### src/hw/rtl/lexer_longest_token_match_unit_assert.svh
// Assertion macros for the longest token match unit.
// The module that uses them supplies clk and rst_n.
`ifndef LEXER_LONGEST_TOKEN_MATCH_UNIT_ASSERT_SVH
`define LEXER_LONGEST_TOKEN_MATCH_UNIT_ASSERT_SVH

`ifndef NO_ASSERTIONS

`define LLTM_ASSERT_SAME(label, ante, cons) \
    label: assert property (@(posedge clk) disable iff (!rst_n) (ante) |-> (cons)) \
        else $error("assertion failed");

`define LLTM_ASSERT_NEXT(label, ante, cons) \
    label: assert property (@(posedge clk) disable iff (!rst_n) (ante) |=> (cons)) \
        else $error("assertion failed");

`else

`define LLTM_ASSERT_SAME(label, ante, cons)
`define LLTM_ASSERT_NEXT(label, ante, cons)

`endif

`endif

### src/hw/rtl/lltm_pkg.sv
`default_nettype none

package lltm_pkg;

    localparam int NUM_ENTRIES   = 32;
    localparam int MAX_ENTRY_LEN = 6;
    localparam int FIRST_ID      = 4;
    localparam int IDX_W         = 5;
    localparam int ID_W          = 6;
    localparam int LEN_W         = 3;

    typedef logic [7:0]                   byte_t;
    typedef logic [IDX_W-1:0]             idx_t;
    typedef logic [LEN_W-1:0]             len_t;
    typedef logic [NUM_ENTRIES-1:0]       match_vec_t;
    typedef logic [8*MAX_ENTRY_LEN-1:0]   text_t;

    // Entry k has token id FIRST_ID + k.
    localparam len_t ENTRY_LEN [NUM_ENTRIES] = '{
        3'd1, 3'd1, 3'd1, 3'd1, 3'd1, 3'd1, 3'd2, 3'd1,
        3'd2, 3'd2, 3'd2, 3'd1, 3'd1, 3'd1, 3'd1, 3'd1,
        3'd1, 3'd1, 3'd1, 3'd2, 3'd4, 3'd2, 3'd5, 3'd3,
        3'd5, 3'd3, 3'd4, 3'd4, 3'd4, 3'd6, 3'd6, 3'd5
    };

    // Right-justified text: the last character sits in bits 7:0.
    localparam text_t ENTRY_TEXT [NUM_ENTRIES] = '{
        48'("+"), 48'("-"), 48'("*"), 48'("/"),
        48'("="), 48'("<"), 48'("<="), 48'(">"),
        48'(">="), 48'("=="), 48'("!="), 48'(","),
        48'(";"), 48'("("), 48'(")"), 48'("["),
        48'("]"), 48'("{"), 48'("}"), 48'("if"),
        48'("else"), 48'("do"), 48'("while"), 48'("for"),
        48'("const"), 48'("int"), 48'("char"), 48'("void"),
        48'("main"), 48'("return"), 48'("printf"), 48'("scanf")
    };

    // Character j (from the start) of entry k; zero past the entry's end.
    function automatic byte_t entry_char(input int k, input int j);
        int    len;
        byte_t c;
        len = int'(ENTRY_LEN[k]);
        c   = 8'h00;
        if (j < len)
        begin
            c = ENTRY_TEXT[k][8*(len-1-j) +: 8];
        end
        return c;
    endfunction

endpackage

`default_nettype wire

### src/hw/rtl/lltm_entry_match.sv
`default_nettype none

// Compares the leading bytes against every table entry; bit k set when entry k
// lies within the valid bytes and equals them.
module lltm_entry_match
    import lltm_pkg::*;
#(
    parameter int AVAIL_W = 3
)
(
    input  wire text_t              lead,
    input  wire logic [AVAIL_W-1:0] avail,
    output match_vec_t              hit
);

    always_comb
    begin
        logic ok;
        for (int k = 0; k < NUM_ENTRIES; k++)
        begin
            ok = (AVAIL_W'(ENTRY_LEN[k]) <= avail);
            for (int j = 0; j < MAX_ENTRY_LEN; j++)
            begin
                if (j < int'(ENTRY_LEN[k]))
                begin
                    if (lead[8*j +: 8] != entry_char(k, j))
                    begin
                        ok = 1'b0;
                    end
                end
            end
            hit[k] = ok;
        end
    end

endmodule

`default_nettype wire

### src/hw/rtl/lexer_longest_token_match_unit.sv
`default_nettype none

// Channel | Direction | Handshake           | Payload
// in      | sink      | in_valid / in_ready | window, avail
// out     | source    | out_valid/out_ready | found, token_id, match_len
//
// Four register stages: input capture, per-entry compare, per-length
// priority pick, longest-length select into the output register.
// One item per cycle sustained while out_ready is held; an input transfer reaches
// out_valid through the s1, s2, s3 and output registers in that order.
// Each stage holds while the one after it is full and stalled; ready ripples
// back through the stage valids, so nothing is dropped or repeated.
// Reset clears the stage valid bits only.

`include "lexer_longest_token_match_unit_assert.svh"

module lexer_longest_token_match_unit
    import lltm_pkg::*;
#(
    parameter int WINDOW_BYTES = 6,
    localparam int AVAIL_W     = $clog2(WINDOW_BYTES + 1)
)
(
    input  wire logic                      clk,
    input  wire logic                      rst_n,
    input  wire logic                      in_valid,
    output logic                           in_ready,
    input  wire logic [8*WINDOW_BYTES-1:0] window,
    input  wire logic [AVAIL_W-1:0]        avail,
    output logic                           out_valid,
    input  wire logic                      out_ready,
    output logic                           found,
    output logic [ID_W-1:0]                token_id,
    output logic [LEN_W-1:0]               match_len
);

    // stage 1: captured bytes and clamped count
    logic               s1_valid_reg;
    text_t              s1_lead_reg;
    logic [AVAIL_W-1:0] s1_avail_reg;
    logic [AVAIL_W-1:0] avail_clamped;

    // stage 2: per-entry hits
    logic       s2_valid_reg;
    match_vec_t s2_hit_reg;
    match_vec_t hit_next;

    // stage 3: lowest hit index per entry length
    logic                     s3_valid_reg;
    logic [MAX_ENTRY_LEN-1:0] s3_any_reg;
    idx_t                     s3_idx_reg [MAX_ENTRY_LEN];
    logic [MAX_ENTRY_LEN-1:0] any_next;
    idx_t                     idx_next [MAX_ENTRY_LEN];

    // stage 4: output
    logic            out_valid_reg;
    logic            found_reg;
    logic [ID_W-1:0] token_id_reg;
    len_t            match_len_reg;
    logic            found_next;
    logic [ID_W-1:0] token_id_next;
    len_t            match_len_next;

    logic s1_ready;
    logic s2_ready;
    logic s3_ready;
    logic s4_ready;

    assign s4_ready = !out_valid_reg || out_ready;
    assign s3_ready = !s3_valid_reg || s4_ready;
    assign s2_ready = !s2_valid_reg || s3_ready;
    assign s1_ready = !s1_valid_reg || s2_ready;
    assign in_ready = s1_ready;

    assign avail_clamped = (avail > AVAIL_W'(WINDOW_BYTES)) ? AVAIL_W'(WINDOW_BYTES) : avail;

    lltm_entry_match #(
        .AVAIL_W (AVAIL_W)
    ) u_match (
        .lead  (s1_lead_reg),
        .avail (s1_avail_reg),
        .hit   (hit_next)
    );

    // lowest index wins among equal lengths
    always_comb
    begin
        for (int l = 0; l < MAX_ENTRY_LEN; l++)
        begin
            any_next[l] = 1'b0;
            idx_next[l] = '0;
            for (int k = NUM_ENTRIES - 1; k >= 0; k--)
            begin
                if (s2_hit_reg[k] && (int'(ENTRY_LEN[k]) == l + 1))
                begin
                    any_next[l] = 1'b1;
                    idx_next[l] = IDX_W'(k);
                end
            end
        end
    end

    always_comb
    begin
        found_next     = 1'b0;
        token_id_next  = '0;
        match_len_next = '0;
        for (int l = 0; l < MAX_ENTRY_LEN; l++)
        begin
            if (s3_any_reg[l])
            begin
                found_next     = 1'b1;
                token_id_next  = ID_W'(FIRST_ID) + ID_W'(s3_idx_reg[l]);
                match_len_next = LEN_W'(l + 1);
            end
        end
    end

    always_ff @(posedge clk or negedge rst_n)
    begin
        if (!rst_n)
        begin
            s1_valid_reg  <= 1'b0;
            s2_valid_reg  <= 1'b0;
            s3_valid_reg  <= 1'b0;
            out_valid_reg <= 1'b0;
        end
        else
        begin
            if (s1_ready)
            begin
                s1_valid_reg <= in_valid;
            end
            if (s2_ready)
            begin
                s2_valid_reg <= s1_valid_reg;
            end
            if (s3_ready)
            begin
                s3_valid_reg <= s2_valid_reg;
            end
            if (s4_ready)
            begin
                out_valid_reg <= s3_valid_reg;
            end
        end
    end

    always_ff @(posedge clk)
    begin
        if (s1_ready && in_valid)
        begin
            s1_lead_reg  <= window[8*MAX_ENTRY_LEN-1:0];
            s1_avail_reg <= avail_clamped;
        end
        if (s2_ready && s1_valid_reg)
        begin
            s2_hit_reg <= hit_next;
        end
        if (s3_ready && s2_valid_reg)
        begin
            s3_any_reg <= any_next;
            s3_idx_reg <= idx_next;
        end
        if (s4_ready && s3_valid_reg)
        begin
            found_reg     <= found_next;
            token_id_reg  <= token_id_next;
            match_len_reg <= match_len_next;
        end
    end

    assign out_valid = out_valid_reg;
    assign found     = found_reg;
    assign token_id  = token_id_reg;
    assign match_len = match_len_reg;

    `LLTM_ASSERT_SAME(a_none_zero, out_valid && !found, token_id == '0 && match_len == '0)
    `LLTM_ASSERT_SAME(a_found_range, out_valid && found,
        token_id >= ID_W'(FIRST_ID) && match_len != '0 && match_len <= LEN_W'(MAX_ENTRY_LEN))
    `LLTM_ASSERT_SAME(a_six_byte_ids, out_valid && found && match_len == LEN_W'(6),
        token_id == ID_W'(33) || token_id == ID_W'(34))
    `LLTM_ASSERT_NEXT(a_s1_load, in_valid && in_ready, s1_valid_reg)
    `LLTM_ASSERT_NEXT(a_s2_hold, s2_valid_reg && !s3_ready,
        s2_valid_reg && $stable(s2_hit_reg))

endmodule

`default_nettype wire

### config.mk
export PLATFORM = sky130hd
export DESIGN_NAME = lexer_longest_token_match_unit
export DESIGN_NICKNAME = d
export VERILOG_FILES = /design/src/hw/rtl/lltm_pkg.sv /design/src/hw/rtl/lltm_entry_match.sv /design/src/hw/rtl/lexer_longest_token_match_unit.sv
export VERILOG_INCLUDE_DIRS = /design/src /design/src/hw/rtl
export SDC_FILE = /design/constraint.sdc
export NUM_CORES = 1
export LEC_CHECK = 0
export BUFFER_PORTS_ARGS = -buffer_cell sky130_fd_sc_hd__buf_2
export CELL_PAD_IN_SITES_DETAIL_PLACEMENT = 1
export CELL_PAD_IN_SITES_GLOBAL_PLACEMENT = 1
export CORE_MARGIN = 2
export CORE_UTILIZATION = 47
export DETAILED_ROUTE_END_ITERATION = 12
export PLACE_DENSITY_LB_ADDON = 0.1
export SLEW_MARGIN = 10
export SYNTH_ARGS = -nofsm -noshare
export SYNTH_HDL_FRONTEND = slang
export SYNTH_SLANG_ARGS = --single-unit
### constraint.sdc
create_clock -name clk -period 2.5 [get_ports clk]
set_input_delay 0.375 -clock clk [delete_from_list [all_inputs] [get_ports clk]]
set_output_delay 0.375 -clock clk [all_outputs]
set_load 0.05 [all_outputs]
* Word-level counts from Yosys, hierarchy flattened *
Cells that the tools add are included.

storage, ports and cells
  logic and storage cells = 218
  register bits after elaboration = 133
  input bits = 55
  output and inout port bits = 12

operators by class
  magnitude comparators = 7
  equal/unequal tests = 56
  $add $sub $neg = 6
  muxes and demuxes = 44
  reduce and logical (&&, ||, !) cells = 42

operators with widths
  cell                                                    number
  inequality test 8 x 7 -> 1 bit (second input constant)  43
  inequality test 8 x 6 -> 1 bit (second input constant)  13
  two-way mux 5 bit                                       9
  two-way mux 4 bit                                       11
  adder 3 x 5 -> 6 bit (first input constant)             6
  two-way mux 6 bit                                       6
  OR reduction 5 bit                                      5
  OR reduction 4 bit                                      6
  OR reduction 2 bit                                      10
  two-way mux 3 bit                                       5
  OR reduction 14 bit                                     1
  OR reduction 12 bit                                     1
  OR reduction 3 bit                                      4
  OR reduction 6 bit                                      2
  <= comparator 3 bit (first input constant)              3
  two-way mux 1 bit                                       9
  two-way mux 2 bit                                       4
  OR reduction 7 bit                                      1
  <= comparator 2 x 3 -> 1 bit (first input constant)     2
  logical AND 1 bit                                       4
  zero test 1 bit                                         4
  logical OR 1 bit                                        4
  greater-than comparator 3 bit (second input constant)   1
  <= comparator 1 x 3 -> 1 bit (first input constant)     1

* Longest topological paths before layout *
Gate-level depths: netlist of the first run.

  word-level depth = 14
  mapped depth = 5
  mapped depth without buffers = 4

* Modules after synthesis *
From an unflattened synthesis of the first run, not the netlist that was laid out.

unflattened totals
  cell total of the unflattened synthesis = 392
  area, all modules = 5,418.9 sq um

modules (own cells, without submodules)
  module                          times used  seq. area each (sq um)  area an instance (sq um)  cells an instance
  lexer_longest_token_match_unit  1           3,703.6                 4,525.6                   260
  lltm_entry_match                1           0.0                     893.4                     132

* Least setup slack after synthesis of the first run *
No wires, ideal clock.

  path type = register to register
  start point = reg out_valid_reg, in the netlist out_valid
  end point = reg s1_avail_reg[0] (enable)
  stages on the path, launching flop included = 4
  arrival = 2.535 ns
  setup slack = -0.449 ns
  setup time = 0.414 ns
  path buffers = 0
  data required time = 2.086 ns
  period minus slack after synthesis = 2.949 ns
  cell sequence = dfrtp_1 > nor2b_1 > nand4_1 > and2_1

between the ends
  longest elaborated chain between the ends = 6

RTL lines
  item                    line                                   source
  start, declared         lexer_longest_token_match_unit.sv:56   logic out_valid_reg;
  start signal, assigned  lexer_longest_token_match_unit.sv:144  out_valid_reg <= s3_valid_reg;
  zero test 1 bit         lexer_longest_token_match_unit.sv:69   assign s4_ready = !out_valid_reg || out_ready;
  logical OR 1 bit        lexer_longest_token_match_unit.sv:69
  logical OR 1 bit        lexer_longest_token_match_unit.sv:70   assign s3_ready = !s3_valid_reg || s4_ready;
  logical OR 1 bit        lexer_longest_token_match_unit.sv:71   assign s2_ready = !s2_valid_reg || s3_ready;
  logical OR 1 bit        lexer_longest_token_match_unit.sv:72   assign s1_ready = !s1_valid_reg || s2_ready;
  via in_ready            lexer_longest_token_match_unit.sv:27   output logic in_ready,
  logical AND 1 bit       lexer_longest_token_match_unit.sv:151  if (s1_ready && in_valid)
  end signal, assigned    lexer_longest_token_match_unit.sv:154  s1_avail_reg <= avail_clamped;
  end, declared           lexer_longest_token_match_unit.sv:40   logic [AVAIL_W-1:0] s1_avail_reg;

The timed path passes the listed nets, and every way through them passes these cells.
A chain may end at the register's enable or synchronous reset.

* Worst setup path in the final report of the first run *
  start point = reg s1_lead_reg[1]
  end point = reg s2_hit_reg[30], data pin

between the ends
  longest elaborated chain between the ends = 2

RTL lines
  item                                 line                                   source
  start, declared                      lexer_longest_token_match_unit.sv:39   text_t s1_lead_reg;
  start signal, assigned               lexer_longest_token_match_unit.sv:153  s1_lead_reg <= window[8*MAX_ENTRY_LEN-1:0];
  inequality test 8 x 7 -> 1 bit       lltm_entry_match.sv:26                 if (lead[8*j +: 8] != entry_char(k, j))
  OR reduction 6 bit (no source line)  -
  end signal, assigned                 lexer_longest_token_match_unit.sv:158  s2_hit_reg <= hit_next;
  end, declared                        lexer_longest_token_match_unit.sv:45   match_vec_t s2_hit_reg;

No other way between the ends.

==> impl_metrics.yaml, run 1 <==
die:
  core_area_sq_um: 11300
  die_x_um: 111
  die_area_sq_um: 12300
  initial_core_util_pct: 47.6
  die_y_um: 111
  ios: 67
  rows: 39
clocking:
  holdBufCountCts: 1
  clkSlewWorstSetupHoldPaths_ns: 0.05
  clockBufferDepth: 2
  cts_buffers: 17
  htreeDepth: 4
  clkSinkCount: 124
  cts_setup_buffers: 0
  root_buffer: "clkbuf_16"
  cts_tree: "yes"
  worstSkewPairLatency_ns: 0.41
  post_cts_resized: 0
logic_synthesis:
  syn_area_per_cell_sq_um: 13.9
  synthesis.area_sq_um: 5360
  synth_nets: 445
  syn_inst: 385
  yosysUniqueCellTypes: 55
  synth_edf_count: 120
  ys_async_sr_fraction_pct: 3.23
  synth_ff_type: "edfxtp_1"
  yosysSeqAreaShare_pct: 69.1
  yosysWarnings: 0
  synth_seq_cells: 124
global_routing:
  grt_max_degree: 52
  grt_pass1_vias: 3644
  grt.total_usage_pct: 19.2
  overflow: 0
  antenna_found_initial: 0
  grt_pass1_wl_um: 18000
pwr:
  p_comb_share_pct: 8.8
  p_leak_uw: 0.00223
  peakVddDrop_mv: 0.640
  pwr-share-clk_pct: 41.8
  power_frac_seq_pct: 49.5
  switching_share_pct: 23.6
  p_per_area_nw_per_um2: 846
  internal_power_uw: 4140
  p_sw_uw: 1280
layout:
  fillers: 1118
  final_common_cell: "edfxtp_1"
  nets: 524
  area_delta_synth_final_pct: 19.5
  n_antenna_cell: 0
  largest_reg_flops: 48
  fin_util_pct: 56.9
  layout_common_cells: "edfxtp_1 (120), buf_2 (66), nor2_1 (39)"
  layout-drive-gt1-share_pct: 22.9
route:
  routed_wl_um: 11200
  vias: 3464
  ant_nets: 0
  avgRoutedWirePerCell_um: 18.1
  dr.first_iter.drc_count: 183
  vias_per_cell: 5.59
  drc: 0
  drtPass1Iterations: 4
setup_path:
  start_kind: "register"
  crit_top_cell: "or4b_1"
  crit_path_end_kind: "register"
  worstPathMaxFanout: 12
  worstPathCellList: "or4b_1 -> or4b_1 -> nor4_2"
  cp.required_ns: 2.73
  crit_arrival_ns: 2.20
  critical_path_class: "register to register"
  crit_slowest_cell: "edfxtp_1"
  slowest_delay_ns: 0.57
placed_design:
  port_buffers: 66
  gp_congestion: 0.873
  dpl.hpwl_um: 8220
  place_ws_ns: 0.549
sta:
  setup_viol: 0
  final-hold-violation-count: 0
  slew_headroom_pct: 25.1
  timing.fmax_mhz: 506
  fin_crit_sh_pct: 79.0
  fin_skew_ns: 0.0103
  final_max_slew_viol_count: 0
  min_period_ns: 1.98
  fin_ws_ns: 0.524
  worstMarginPinSlew_ns: 1.12
  final.setup.tns_ns: 0
  grt_setup_unrepaired: "no"
status:
  status: "finished, final reports clean"
job:
  drv_cap: 0
worst_hold_path:
  hold_path_class: "primary input to register"
worst max-delay path, delay by kind of cell (launching register included):
kind | cells | cell delay (ns)
flops | 1 | 0.57
simple gates | 3 | 1.22
per-stage QoR:
stage | instances | hold WS [ns] | power (uW) | instance area, sq um
after floorplan | 385 | 0.0794 | 3010 | 5360
after global placement | 587 | 0.181 | 3170 | 5860
after detailed placement | 587 | 0.191 | 3200 | 5860
after CTS | 620 | 0.108 | 5490 | 6410
after global routing | 620 | 0.108 | 5640 | 6410
final | 620 | 0.134 | 5420 | 6410
per-layer routing:
metal	routed length (um)	share of wire (%)	track usage (%)	vias to the layer above
li1	-	-	-	1679
met1	4700	42	22.3	1668
met2	5690	51	31.9	93
met3	512	4.6	6.12	24
met4	307	2.7	10.4	0
met5	0	0	0	-
layout make-up:
class / instances / area (sq um) / area share, %
Inverter: 12 / 45.0 / 0.703
Clock inverter: 11 / 101 / 1.58
Clock buffer: 21 / 440 / 6.87
Timing Repair Buffer: 71 / 370 / 5.78
Tap cell: 143 / 179 / 2.79
Sequential cell: 124 / 3700 / 57.8
Multi-Input combinational cell: 238 / 1570 / 24.5
power groups by stage:
stage	clock (uW)	combinational, uW	sequential [uW]
6_report	2270	475	2680
3_3_place_gp	0	464	2710
4_1_cts	2320	484	2680
3_5_place_dp	0	480	2720
2_1_floorplan	0	278	2730
5_1_grt	2410	523	2710
synthesized netlist by cell type, types with 2 or more instances:
cell | instances | area, sq um
edfxtp_1 | 120 | 3600
nor2_1 | 39 | 146
nand2_1 | 22 | 82.6
nor4_1 | 14 | 87.6
inv_1 | 12 | 45.0
nand2b_1 | 12 | 75.1
nand4_1 | 12 | 75.1
nor3_1 | 12 | 60.1
nand3_1 | 11 | 55.1
nor2b_1 | 9 | 56.3
a221oi_1 | 8 | 70.1
clkbuf_1 | 7 | 26.3
nor3b_1 | 7 | 52.6
or3_1 | 7 | 43.8
a21oi_1 | 5 | 25.0
ha_1 | 5 | 62.6
nand3b_1 | 5 | 37.5
nand4b_1 | 5 | 43.8
nor4b_1 | 5 | 43.8
buf_2 | 4 | 20.0
dfrtp_1 | 4 | 100
a211o_1 | 3 | 26.3
and2_1 | 3 | 18.8
nand4bb_1 | 3 | 33.8
nor4_2 | 3 | 37.5
nor4bb_1 | 3 | 30.0
o21ai_0 | 3 | 15.0
o31ai_1 | 3 | 22.5
or2_2 | 3 | 18.8
a211oi_1 | 2 | 15.0
a21boi_0 | 2 | 15.0
and4b_1 | 2 | 20.0
and4bb_2 | 2 | 25.0
o211ai_1 | 2 | 15.0
o41ai_1 | 2 | 17.5
or4_1 | 2 | 15.0
or4_4 | 2 | 22.5
or4b_1 | 2 | 20.0
xor2_1 | 2 | 17.5
logic make-up after synthesis:
kind of cell | after synthesis | synth area share (%)
compound gates | 38 | 5.39
xor+xnor | 2 | 0.327
fa+ha+maj | 5 | 1.17
buf+inv | 23 | 1.70
flops | 124 | 69.1
simple gates | 193 | 22.3
final timing paths:
check / start / end / slack [ns] / cells past startpoint
worst max-delay path: s1_lead_reg[1] / s2_hit_reg[30] / 0.52 / 3
worst min-delay path: window[3] / s1_lead_reg[3] / 0.13 / 1
worst max register to register: s1_lead_reg[1] / s2_hit_reg[30] / 0.52 / 3
worst min register to register: s2_hit_reg[23] / s3_idx_reg[17] / 0.49 / 0
max in group asynchronous: rst_n / out_valid / 2.07 / 2
min in group asynchronous: rst_n / s1_valid_reg / 0.31 / 2
Power figures use the tool's default switching activity.
==> run 2: changes to the inputs <==
==> constraint.sdc (replaced) <==
create_clock -name clk -period 2 [get_ports clk]
set_input_delay 0.3 -clock clk [delete_from_list [all_inputs] [get_ports clk]]
set_output_delay 0.3 -clock clk [all_outputs]
set_load 0.05 [all_outputs]
==> run 2 against run 1 <==
  * Clock power is 47% higher
  * Sequential power is 24% higher
  * Final cell count is 2.4% higher
  * Non-clock buffer count is 15 higher
  * Clock skew hardly changed
  * Fmax is 0.62% higher
  * Sequential share of layout area is 2.4 points lower
  * Worst setup slack worse by 0.49 ns
  * Flip-flop and latch count stayed put
  * Design area is 4.5% higher
  * Largest cell class unchanged
==> impl_metrics.yaml, run 2 (synthesis results as in run 1) <==
status:
  status: "finished, final reports clean"
setup_path:
  critical-path-top-delay-family: "simple AND/OR/NAND/NOR gates"
  cp_num_buf_inv: 2
  worstPathMaxFanout: 3
  crit_arrival_ns: 2.19
  crit_top_cell: "buf_4"
  crit_path_end_kind: "register"
  crit_slowest_cell: "edfxtp_1"
  slowest_delay_ns: 0.43
  worstPathCellList: "nor4bb_4 -> buf_4 -> and4_4 -> nand4b_1 -> buf_4 -> nor4_2"
  start_kind: "register"
  cp.required_ns: 2.23
  critical_path_class: "register to register"
global_routing:
  overflow: 0
  grt_pass1_vias: 3923
  grt_max_degree: 37
  grt.total_usage_pct: 20.8
  grt_pass1_wl_um: 19700
  antenna_found_initial: 0
die:
  rows: 39
  die_area_sq_um: 12300
  die_y_um: 111
  ios: 67
  die_x_um: 111
  core_area_sq_um: 11300
  initial_core_util_pct: 47.6
pwr:
  pwr-share-clk_pct: 45.5
  power_frac_seq_pct: 45.4
  internal_power_uw: 5610
  power.total_uw: 7330
  p_comb_share_pct: 9.1
  p_per_area_nw_per_um2: 1090
  p_leak_uw: 0.00240
  p_sw_uw: 1710
  switching_share_pct: 23.4
  peakVddDrop_mv: 0.634
worst_hold_path:
  hold_path_class: "primary input to register"
clocking:
  worstSkewPairLatency_ns: 0.41
  clkSinkCount: 124
  cts_tree: "yes"
  clockBufferDepth: 2
  clkSlewWorstSetupHoldPaths_ns: 0.06
  root_buffer: "clkbuf_16"
  cts_buffers: 17
  htreeDepth: 4
layout:
  layout-drive-gt1-share_pct: 28.0
  layout_common_cells: "edfxtp_1 (120), buf_2 (66), nor2_1 (39)"
  fillers: 1111
  design_area_sq_um: 6690
  largest_reg_flops: 48
  layoutNonFillerInstCount: 635
  nets: 539
  area_delta_synth_final_pct: 24.9
  final_common_cell: "edfxtp_1"
  n_antenna_cell: 0
route:
  wl_met3_um: 475
  vias_per_cell: 5.73
  dr_wl_met2_um: 6620
  dr.first_iter.drc_count: 300
  ant_nets: 0
  drtPass1Iterations: 5
  routed_wl_um: 12200
  avgRoutedWirePerCell_um: 19.2
  drc: 0
  highest_layer: "met4"
  vias: 3639
  met1Wirelength_um: 4850
placed_design:
  dpl.hpwl_um: 8690
  port_buffers: 66
  place_ws_ns: -0.0812
  place_inst: 600
  gp_congestion: 0.874
  postPlaceCellArea_sq_um: 5980
sta:
  fin_skew_ns: 0.0106
  min_period_ns: 1.96
  final-hold-violation-count: 0
  grt_setup_unrepaired: "yes"
  timing.fmax_mhz: 509
  fin_ws_ns: 0.0364
  slew_headroom_pct: 57.0
  worstMarginPinSlew_ns: 0.637
  final_max_slew_viol_count: 0
  fin_crit_sh_pct: 98.2
  setup_viol: 0
job:
  drv_cap: 0
run 2: changes by cell type in the layout (fill, tap and decap cells not counted), moves of 2 or more:
cell        change
nor4_4          +2
clkinv_1        -3
buf_4          +14
bufinv_16       +3
clkinv_4        +2
clkinvlp_4      +2
clkinv_2        -2
clkbuf_1        -4
inv_6           +2
run 2: cell type report:
type	count	area [sq um]	area share, %
inverters	12	45.0	0.673
repair buffers	86	495	7.40
flip-flops and latches	124	3700	55.3
well taps	143	179	2.67
clock inverters	15	220	3.29
clock buffers	17	425	6.36
multi-input cells	238	1620	24.3
run 2: power by group through the flow:
| stage | clock network [uW] | registers, uW | logic (uW) |
|---|---|---|---|
| floorplan | 0 | 3410 | 349 |
| global placement | 0 | 3360 | 634 |
| detailed placement | 0 | 3370 | 660 |
| CTS | 3390 | 3330 | 670 |
| global route | 3500 | 3360 | 733 |
| finish | 3330 | 3330 | 666 |
run 2: timing repair:
item	CTS	global route
resized for setup	1	7
setup buffers	0	3
endpoints found under the setup margin	1	4
hold buffers	1	0
pin swaps	0	4
endpoints found under the hold margin	4	0
run 2: layer usage:
layer,GRT usage (%),vias to the layer above
met5,0,-
met4,10.4,0
met3,5.08,18
met2,35.8,106
met1,24.2,1795
li1,-,1720
run 2: worst paths after layout:
path	from	endpoint	slack (ns)	cells past startpoint
max	s1_lead_reg[23]	s2_hit_reg[30]	0.04	6
min	window[46]	s1_lead_reg[46]	0.06	1
max reg2reg	s1_lead_reg[23]	s2_hit_reg[30]	0.04	6
min reg2reg	s1_valid_reg	s2_valid_reg	0.48	1
max in group asynchronous	rst_n	out_valid	1.62	2
min in group asynchronous	rst_n	s2_valid_reg	0.24	2
run 2: stage by stage:
step | TNS (ns) | hold slack (ns) | utilization (%)
global route | -0.00805 | 0.0404 | 59.4
CTS | 0 | 0.0407 | 58.9
finish | 0 | 0.0608 | 59.4
detailed placement | -0.0812 | 0.113 | 53.0
floorplan | -4.08 | 0.00441 | -
global placement | 0 | 0.107 | 53.0
